**config.mk**
```make
export PLATFORM = sky130hd
export DESIGN_NAME = quadrature_decoder_velocity
export DESIGN_NICKNAME = d
export VERILOG_FILES = /design/src/hw/rtl/qdv_pkg.sv /design/src/hw/rtl/quadrature_decoder_velocity.sv
export SDC_FILE = /design/constraint.sdc
export NUM_CORES = 2
export LEC_CHECK = 0
export ABC_AREA = 0
export BUFFER_PORTS_ARGS = -buffer_cell sky130_fd_sc_hd__buf_4
export CORE_UTILIZATION = 35
export DETAILED_ROUTE_END_ITERATION = 10
export PLACE_DENSITY = 0.6
export SLEW_MARGIN = 20
export SYNTH_ARGS = -nofsm -noshare
export SYNTH_HDL_FRONTEND = slang
export SYNTH_SLANG_ARGS = --single-unit
```
**constraint.sdc**
```tcl
create_clock -name aclk -period 9.3 [get_ports aclk]
set_input_delay 0.465 -clock aclk [delete_from_list [all_inputs] [get_ports aclk]]
set_output_delay 0.465 -clock aclk [all_outputs]
set_load 0.01 [all_outputs]
```
**src/hw/rtl/qdv_pkg.sv**
```systemverilog
// shared constants, codes and helpers for the quadrature decoder with velocity
package qdv_pkg;

    localparam int COUNT_WIDTH_DEF = 32;
    localparam int FRAC_BITS_DEF   = 16;

    // config register fields
    localparam int CFG_DATA_W = 16;
    localparam int CFG_IDX_W  = 2;

    localparam logic [CFG_IDX_W-1:0] CFG_COUNTS_PER_REV = 2'd0;
    localparam logic [CFG_IDX_W-1:0] CFG_GEAR_RATIO_Q8  = 2'd1;
    localparam logic [CFG_IDX_W-1:0] CFG_INVERT_DIR     = 2'd2;

    localparam logic [CFG_DATA_W-1:0] CPR_RESET  = 16'd1;
    localparam logic [CFG_DATA_W-1:0] GEAR_RESET = 16'd256;

    // item codes
    localparam int MODE_W = 2;
    localparam logic [MODE_W-1:0] MODE_EDGE_A = 2'd0;
    localparam logic [MODE_W-1:0] MODE_EDGE_B = 2'd1;
    localparam logic [MODE_W-1:0] MODE_TICK   = 2'd2;

    // serial multiplier operand width and its two constant operands
    localparam int MUL_B_W = 35;
    localparam logic [MUL_B_W-1:0] TWO_PI_Q32 = 35'd26986075409;
    localparam logic [MUL_B_W-1:0] US_PER_S   = 35'd1000000;

    // quotient magnitude to signed 32-bit with saturation
    function automatic logic [31:0] sat_sign(input logic [32:0] q, input logic ovf,
                                            input logic neg);
        logic [31:0] r;
        if (neg) begin
            r = (ovf || (q > 33'h0_8000_0000)) ? 32'h8000_0000 : (~q[31:0] + 32'd1);
        end else begin
            r = (ovf || q[32] || q[31]) ? 32'h7fff_ffff : q[31:0];
        end
        return r;
    endfunction

endpackage

```
**src/hw/rtl/quadrature_decoder_velocity.sv**
```systemverilog
// x4 quadrature decoder: wrapping count, shaft angle and velocity, bit-serial arithmetic
//
// Each transfer on the s_ channel is an edge on channel A or B or a velocity update tick,
// and gives one result on the m_ channel holding the count, the shaft angle in signed
// Q(FRAC_BITS) radians and the last velocity in Q(FRAC_BITS) rad/s. One item is in work
// at a time. The angle goes through a shift-add multiplier over a 35-bit operand and a
// restoring divider that takes one quotient bit per cycle over NW bits, where
// NW = max(COUNT_WIDTH+35, 56-FRAC_BITS, 53) (67 at the defaults). A tick with a nonzero
// time step runs the same multiplier and divider a second time for the velocity. A zero
// count or a zero divisor register skips the angle arithmetic. A finished result waits
// in the output register while the next item is taken in. Configuration is written
// through cfg_wr_en/cfg_index/cfg_wdata only while idle; the user must keep to this,
// as the block itself does not enforce it.
module quadrature_decoder_velocity #(
    parameter int COUNT_WIDTH = qdv_pkg::COUNT_WIDTH_DEF,
    parameter int FRAC_BITS   = qdv_pkg::FRAC_BITS_DEF
) (
    input  logic                              aclk,
    input  logic                              aresetn,
    input  logic                              cfg_wr_en,
    input  logic [qdv_pkg::CFG_IDX_W-1:0]     cfg_index,
    input  logic [qdv_pkg::CFG_DATA_W-1:0]    cfg_wdata,
    input  logic                              s_valid,
    output logic                              s_ready,
    input  logic [qdv_pkg::MODE_W-1:0]        s_mode,
    input  logic                              s_level_a,
    input  logic                              s_level_b,
    input  logic [31:0]                       s_time_us,
    output logic                              m_valid,
    input  logic                              m_ready,
    output logic signed [31:0]                m_position_count,
    output logic signed [31:0]                m_angle_rad,
    output logic signed [31:0]                m_velocity_rad_s
);

    localparam int MB  = qdv_pkg::MUL_B_W;
    localparam int SH  = 24 - FRAC_BITS;
    localparam int DW  = 32 + SH;                               // divisor width
    localparam int AW  = (COUNT_WIDTH > 32) ? COUNT_WIDTH : 32; // multiplicand width
    localparam int MW  = (DW > AW) ? DW : AW;
    localparam int UW  = MW + 2;                                // product upper part
    localparam int PW  = UW + MB;
    localparam int NA  = (COUNT_WIDTH + 35 > DW) ? COUNT_WIDTH + 35 : DW;
    localparam int NW  = (NA > 53) ? NA : 53;                   // dividend bits
    localparam int MCW = $clog2(MB);
    localparam int DCW = $clog2(NW);

    typedef enum logic [6:0] {
        ST_IDLE  = 7'b0000001,
        ST_PREP  = 7'b0000010,
        ST_MUL   = 7'b0000100,
        ST_DIV   = 7'b0001000,
        ST_FIN   = 7'b0010000,
        ST_VPREP = 7'b0100000,
        ST_DONE  = 7'b1000000
    } state_t;

    state_t                 state_reg, state_next;
    logic [15:0]            cpr_reg, cpr_next;
    logic [15:0]            gear_reg, gear_next;
    logic                   invert_reg, invert_next;
    logic [COUNT_WIDTH-1:0] count_reg, count_next;
    logic [31:0]            last_time_reg, last_time_next;
    logic [31:0]            last_angle_reg, last_angle_next;
    logic [31:0]            velocity_reg, velocity_next;
    logic [31:0]            angle_reg, angle_next;
    logic [1:0]             mode_reg, mode_next;
    logic [31:0]            time_reg, time_next;
    logic [DW-1:0]          d_reg, d_next;
    logic [AW-1:0]          mul_a_reg, mul_a_next;
    logic [MB-1:0]          mul_b_reg, mul_b_next;
    logic [MCW-1:0]         mul_cnt_reg, mul_cnt_next;
    logic [PW-1:0]          p_reg, p_next;
    logic [DW-1:0]          rem_reg, rem_next;
    logic [32:0]            q_reg, q_next;
    logic                   ovf_reg, ovf_next;
    logic [DCW-1:0]         div_cnt_reg, div_cnt_next;
    logic                   sign_reg, sign_next;
    logic                   phase_reg, phase_next;
    logic                   m_valid_reg, m_valid_next;
    logic [31:0]            m_count_reg, m_count_next;
    logic [31:0]            m_angle_reg, m_angle_next;
    logic [31:0]            m_vel_reg, m_vel_next;

    logic                   step_up;
    logic [31:0]            cpr_gear;
    logic                   cnt_neg;
    logic [COUNT_WIDTH-1:0] cnt_mag;
    logic [UW-1:0]          mul_sum;
    logic [DW:0]            div_shift;
    logic [DW:0]            div_diff;
    logic                   div_ge;
    logic [31:0]            fin_val;
    logic [31:0]            v_dt;
    logic [32:0]            v_diff;
    logic                   v_neg;
    logic [31:0]            v_mag;

    assign s_ready          = (state_reg == ST_IDLE);
    assign m_valid          = m_valid_reg;
    assign m_position_count = m_count_reg;
    assign m_angle_rad      = m_angle_reg;
    assign m_velocity_rad_s = m_vel_reg;

    always_comb begin
        step_up   = 1'b0;
        cpr_gear  = 32'(cpr_reg) * 32'(gear_reg);
        cnt_neg   = count_reg[COUNT_WIDTH-1];
        cnt_mag   = cnt_neg ? (~count_reg + COUNT_WIDTH'(1)) : count_reg;
        mul_sum   = p_reg[PW-1:MB] + (mul_b_reg[0] ? UW'(mul_a_reg) : UW'(0));
        div_shift = {rem_reg, p_reg[NW-1]};
        div_diff  = div_shift - {1'b0, d_reg};
        div_ge    = ~div_diff[DW];
        fin_val   = qdv_pkg::sat_sign(q_reg, ovf_reg, sign_reg);
        v_dt      = time_reg - last_time_reg;
        v_diff    = {angle_reg[31], angle_reg} - {last_angle_reg[31], last_angle_reg};
        v_neg     = v_diff[32];
        v_mag     = v_neg ? (~v_diff[31:0] + 32'd1) : v_diff[31:0];

        state_next      = state_reg;
        cpr_next        = cpr_reg;
        gear_next       = gear_reg;
        invert_next     = invert_reg;
        count_next      = count_reg;
        last_time_next  = last_time_reg;
        last_angle_next = last_angle_reg;
        velocity_next   = velocity_reg;
        angle_next      = angle_reg;
        mode_next       = mode_reg;
        time_next       = time_reg;
        d_next          = d_reg;
        mul_a_next      = mul_a_reg;
        mul_b_next      = mul_b_reg;
        mul_cnt_next    = mul_cnt_reg;
        p_next          = p_reg;
        rem_next        = rem_reg;
        q_next          = q_reg;
        ovf_next        = ovf_reg;
        div_cnt_next    = div_cnt_reg;
        sign_next       = sign_reg;
        phase_next      = phase_reg;
        m_valid_next    = m_valid_reg & ~m_ready;
        m_count_next    = m_count_reg;
        m_angle_next    = m_angle_reg;
        m_vel_next      = m_vel_reg;

        if (cfg_wr_en) begin
            case (cfg_index)
                qdv_pkg::CFG_COUNTS_PER_REV: cpr_next    = cfg_wdata;
                qdv_pkg::CFG_GEAR_RATIO_Q8:  gear_next   = cfg_wdata;
                qdv_pkg::CFG_INVERT_DIR:     invert_next = cfg_wdata[0];
                default: ;
            endcase
        end

        case (state_reg)
            ST_IDLE: begin
                if (s_valid) begin
                    case (s_mode)
                        qdv_pkg::MODE_EDGE_A: begin
                            step_up    = s_level_a ^ s_level_b;
                            count_next = step_up ? count_reg + COUNT_WIDTH'(1)
                                                 : count_reg - COUNT_WIDTH'(1);
                        end
                        qdv_pkg::MODE_EDGE_B: begin
                            step_up    = ~(s_level_a ^ s_level_b);
                            count_next = step_up ? count_reg + COUNT_WIDTH'(1)
                                                 : count_reg - COUNT_WIDTH'(1);
                        end
                        default: ;
                    endcase
                    mode_next  = s_mode;
                    time_next  = s_time_us;
                    d_next     = DW'(cpr_gear) << SH;
                    state_next = ST_PREP;
                end
            end
            ST_PREP: begin
                sign_next  = cnt_neg ^ invert_reg;
                q_next     = '0;
                ovf_next   = 1'b0;
                phase_next = 1'b0;
                if (cnt_mag == '0) begin
                    state_next = ST_FIN;
                end else if (d_reg == '0) begin
                    // zero divisor register: saturate toward the count's sign, flipped when inverted
                    ovf_next   = 1'b1;
                    state_next = ST_FIN;
                end else begin
                    mul_a_next   = AW'(cnt_mag);
                    mul_b_next   = qdv_pkg::TWO_PI_Q32;
                    // rounding half rides in the top and lands at bit 0 after the shifts
                    p_next       = PW'(d_reg >> 1) << MB;
                    mul_cnt_next = MCW'(MB - 1);
                    state_next   = ST_MUL;
                end
            end
            ST_MUL: begin
                p_next     = {1'b0, mul_sum, p_reg[MB-1:1]};
                mul_b_next = mul_b_reg >> 1;
                if (mul_cnt_reg == '0) begin
                    rem_next     = '0;
                    q_next       = '0;
                    ovf_next     = 1'b0;
                    div_cnt_next = DCW'(NW - 1);
                    state_next   = ST_DIV;
                end else begin
                    mul_cnt_next = mul_cnt_reg - MCW'(1);
                end
            end
            ST_DIV: begin
                rem_next = div_ge ? div_diff[DW-1:0] : div_shift[DW-1:0];
                p_next   = p_reg << 1;
                q_next   = {q_reg[31:0], div_ge};
                ovf_next = ovf_reg | q_reg[32];
                if (div_cnt_reg == '0) begin
                    state_next = ST_FIN;
                end else begin
                    div_cnt_next = div_cnt_reg - DCW'(1);
                end
            end
            ST_FIN: begin
                if (!phase_reg) begin
                    angle_next = fin_val;
                    state_next = (mode_reg == qdv_pkg::MODE_TICK) ? ST_VPREP : ST_DONE;
                end else begin
                    velocity_next   = fin_val;
                    last_time_next  = time_reg;
                    last_angle_next = angle_reg;
                    state_next      = ST_DONE;
                end
            end
            ST_VPREP: begin
                if (v_dt == '0) begin
                    // no time step: velocity holds, reference point moves
                    last_time_next  = time_reg;
                    last_angle_next = angle_reg;
                    state_next      = ST_DONE;
                end else begin
                    mul_a_next   = AW'(v_mag);
                    mul_b_next   = qdv_pkg::US_PER_S;
                    p_next       = PW'(v_dt >> 1) << MB;
                    d_next       = DW'(v_dt);
                    mul_cnt_next = MCW'(MB - 1);
                    sign_next    = v_neg;
                    phase_next   = 1'b1;
                    state_next   = ST_MUL;
                end
            end
            ST_DONE: begin
                if (!m_valid_reg || m_ready) begin
                    m_valid_next = 1'b1;
                    m_count_next = 32'(count_reg);
                    m_angle_next = angle_reg;
                    m_vel_next   = velocity_reg;
                    state_next   = ST_IDLE;
                end
            end
            default: state_next = ST_IDLE;
        endcase
    end

    always_ff @(posedge aclk) begin
        if (!aresetn) begin
            state_reg      <= ST_IDLE;
            cpr_reg        <= qdv_pkg::CPR_RESET;
            gear_reg       <= qdv_pkg::GEAR_RESET;
            invert_reg     <= 1'b0;
            count_reg      <= '0;
            last_time_reg  <= '0;
            last_angle_reg <= '0;
            velocity_reg   <= '0;
            m_valid_reg    <= 1'b0;
        end else begin
            state_reg      <= state_next;
            cpr_reg        <= cpr_next;
            gear_reg       <= gear_next;
            invert_reg     <= invert_next;
            count_reg      <= count_next;
            last_time_reg  <= last_time_next;
            last_angle_reg <= last_angle_next;
            velocity_reg   <= velocity_next;
            m_valid_reg    <= m_valid_next;
        end
    end

    always_ff @(posedge aclk) begin
        angle_reg   <= angle_next;
        mode_reg    <= mode_next;
        time_reg    <= time_next;
        d_reg       <= d_next;
        mul_a_reg   <= mul_a_next;
        mul_b_reg   <= mul_b_next;
        mul_cnt_reg <= mul_cnt_next;
        p_reg       <= p_next;
        rem_reg     <= rem_next;
        q_reg       <= q_next;
        ovf_reg     <= ovf_next;
        div_cnt_reg <= div_cnt_next;
        sign_reg    <= sign_next;
        phase_reg   <= phase_next;
        m_count_reg <= m_count_next;
        m_angle_reg <= m_angle_next;
        m_vel_reg   <= m_vel_next;
    end

    // one item at a time: a transfer is never followed at once by another
    a_one_in_flight: assert property (@(posedge aclk) disable iff (!aresetn)
        (s_valid && s_ready) |=> !s_ready)
        else $error("input taken while an item is in work");

    // the count moves only on an input transfer
    a_count_on_transfer: assert property (@(posedge aclk) disable iff (!aresetn)
        ($past(aresetn) && (count_reg != $past(count_reg))) |-> $past(s_valid && s_ready))
        else $error("count changed without an input transfer");

    // velocity is written only when the velocity quotient is finished
    a_velocity_write: assert property (@(posedge aclk) disable iff (!aresetn)
        ($past(aresetn) && (velocity_reg != $past(velocity_reg)))
            |-> $past(state_reg == ST_FIN && phase_reg))
        else $error("velocity changed outside its update");

    // the divider never runs on a zero divisor
    a_div_nonzero: assert property (@(posedge aclk) disable iff (!aresetn)
        (state_reg == ST_DIV) |-> (d_reg != '0))
        else $error("divide step with zero divisor");

endmodule

```
==> impl_results.md <==
* Status: complete, but fails checks
* Failing checks: design-rule violations
* RR Startpoint: cpr_reg[4]
* Cell variety after synth at 96
* Layout Utilization at 39.6%
* Clk root buf: clkbuf_16
* Vias in the first global route at between 30000 and 40000
* Yosys reg bits at 604
* Synth Warn # at 0
* Power, Total at 7.65 mW
* Met1 Usage GRT at 25.3%
* Seq pwr share at 43.2%
* Crit. End Element: flop
* DRT iter0 DRCs at 2531
* Clock Pin Slew Worst Setup and Hold Paths at approximately 50 ps
* CP Launch Type: flop
* DP Wirelength at 85300 um
* # rows at around 130
* Tmin final at 7350 ps
* Core area at 122000 um^2
* Largest net degree at the start of global routing at 104
* CP required at a little under 10000 ps
* Max Fclk at 0.136 GHz
* Net Switching at 2.35 mW
* Top cells by count, synth: nand2_1, edfxtp_1, inv_1
* DIE HEIGHT at 352 um
* WL final at about 110000 um
* Residual DRC at 1
* Fin. max-slew vios at 0
* Final hold violation count at 0
* Delay-heaviest family, CP: adder cells
* Dominant synthesized flop cell: edfxtp_1
* Comb power frac at 20.3%
* Gpl congestion at 0.920
* Syn nets at 5002
* Area share of the largest cell type after synthesis at 30.5%
* Critical Path Source: cpr_reg[4]
* Most used cell, CP: fa_1
* Wire per inst at roughly 18 um
* Global-route met2 utilization at 30.3%
* Hold_ws at 49.2 ps
* # setup viols final at 0
* Post-synthesis xor/xnor area fraction at a little under 5%
* Total number of vias at 32800
* Setup tns final at 0 ps
* DIE AREA at 124000 um^2
* Max FO, Critical Path at 17
* Asr flop ratio synth at 0%
* PostCTS Resize Cnt at 0
* Internal at 5.30 mW
* Mean Syn Cell Area at 9.53 um^2
* Grt ovf at 0
* Switching Fraction at between 30% and 40%
* Proportion of synthesized area in mux cells at 2.54%
* Vias per Instance at roughly 5.3
* Top cells by area, synth: edfxtp_1, fa_1, dfxtp_1
* Dpl cell area at 45500 um^2
* Synthesized cell area at 42800 um^2
* Clk buf depth at 3
* Clock sink total at between 600 and 700
* Routed Antenna Nets at 0
* Worst path bufs/invs at 3
* Max reg flops at 77
* Hold Path Class: input pin to flop
* Starting density of the core at 35.2%
* Number of synthesized flops with an enable pin at 435
* Largest family of logic cells by synthesized area: simple AND/OR/NAND/NOR gates
* Nets@finish at ~5100
* Gate Count Post-Synth at 4497
* Min-delay src: cfg_wdata[8]
* Cts hold-fix bufs at 31
* Die W at 352 um
* VDD IR max at 0.129 mV
* Worst-path cell chain: nand2_1 -> fa_1 -> inv_1 -> fa_1 -> fa_1 -> fa_1 -> fa_1 -> inv_1 -> fa_1 -> inv_1 -> ha_1 -> a21o_1 -> a21o_1 -> a21o_1 -> o21bai_1 -> a221o_1 -> o31ai_1 -> a21oi_1 -> a221oi_1 -> a21oi_1 -> xnor2_1 -> nor2_1
* Worst slew pin tran at 1120 ps
* Adder-cell share of the synthesized area at 16.5%
* Final period utilization at 79.0%
* Final instance area at 48100 um^2
* Max-Cap Viols at 0
* H-tree levels at 3
* Clock skew at 21.6 ps
* TritonRoute pass-1 iters at 9
* Relative slew slack at 24.8%
* Port buffer count at 156
* Grt peak-use layer: met2
* Fraction of layout cells with a size suffix above 1 at approximately 8%
* CP max stage cell: dfxtp_1
* Power Dens Cells at 159 nW/um^2
* Sequential fraction of the synthesis area at 38.4%
* Antenna violations before repair at 4
* CTS tree: yes
* Crit path kind: flop to flop
* Layout area overhead at 12.2%
* Yosys top cell by area: edfxtp_1
* Critical Path AT at 7710 ps
* Most common cell in the netlist: nand2_1
* Overall global routing resource usage at 18.5%
* Clk Latency, worst-skew pair at 670 ps
* Setup repair bufs after CTS at 0
* First-pass GRT wire length at 181000 um
* Filler cell count in the final layout at 12000
* Met3 Track Usage GR at 2.47%
* Cts bufs inserted at 70
* Crit-path max cell delay at 730 ps
* RSZ-0062 raised after global routing: false
* Leak Pwr at 19.7 nW
* Clk pwr share at between 30% and 40%
* Synth Area in Compound Gates at between 10% and 20%
* Simple-Gate Fraction of Synth Area at 18.0%
* I/O pin total at 157
-- worst min-delay path: stages --
cell     delay [ps]
buf_4           100
nand2_1          40
nand3_1          60
-- path summary, 6_finish.rpt --
check | end | slack (ps) | cells past startpoint
setup / recovery | d_reg[39] | 1950 | 22
hold / removal | gear_reg[8] | 50 | 3
setup reg to reg | d_reg[39] | 1950 | 22
hold reg to reg | m_velocity_rad_s[26] | 430 | 0
-- cell usage in the layout (no fill, tap or decap), types with 165 or more instances in the layout --
cell      count
dfxtp_1     168
ha_1        248
buf_4       182
a21oi_1     180
o21ai_0     165
and2_1      245
fa_1        198
edfxtp_1    435
inv_1       382
nand2_1     656
nor2_1      255
-- layout make-up --
cell class / instances / area, um^2 / area share (%)
multi-input cells: 3281 / 24200 / 50.2
flip-flops and latches: 604 / 16400 / 34.2
well taps: 1625 / 2030 / 4.23
clock buffers: 91 / 1980 / 4.11
repair buffers: 215 / 1710 / 3.55
inverters: 384 / 1440 / 3.00
clock inverters: 35 / 328 / 0.682
diodes: 1 / 2.50 / 0.00520
-- stage by stage --
stage / std cells / setup WS [ps]
final: 6236 / 1950
after global routing: 6236 / 1600
after CTS: 6234 / 1930
after detailed placement: 6077 / 1980
after global placement: 6077 / 2180
after floorplan: 4497 / 2510
-- routing by layer --
layer | wire (um) | share of wire (%)
met5 | 13 | 0.011
met4 | 2990 | 2.6
met3 | 5970 | 5.2
met2 | 53300 | 46
met1 | 52500 | 46
-- kinds of logic after synthesis --
logic type | count (synthesis)
AOI/OAI and AO/OA | 890
buffers and inverters | 612
DFF | 604
and+or+nand+nor | 1595
muxes | 108
xor gates and xnor gates | 242
adders and majority gates | 446
-- power by group through the flow --
| stage | clock network, mW | registers, mW | logic, mW |
|---|---|---|---|
| 5_1_grt | 2.95 | 3.32 | 1.71 |
| 3_3_place_gp | 0 | 3.36 | 1.50 |
| 3_5_place_dp | 0 | 3.36 | 1.51 |
| 2_1_floorplan | 0 | 3.22 | 1.17 |
| 6_report | 2.79 | 3.31 | 1.55 |
| 4_1_cts | 2.86 | 3.30 | 1.53 |
Power figures use the tool's default switching activity.
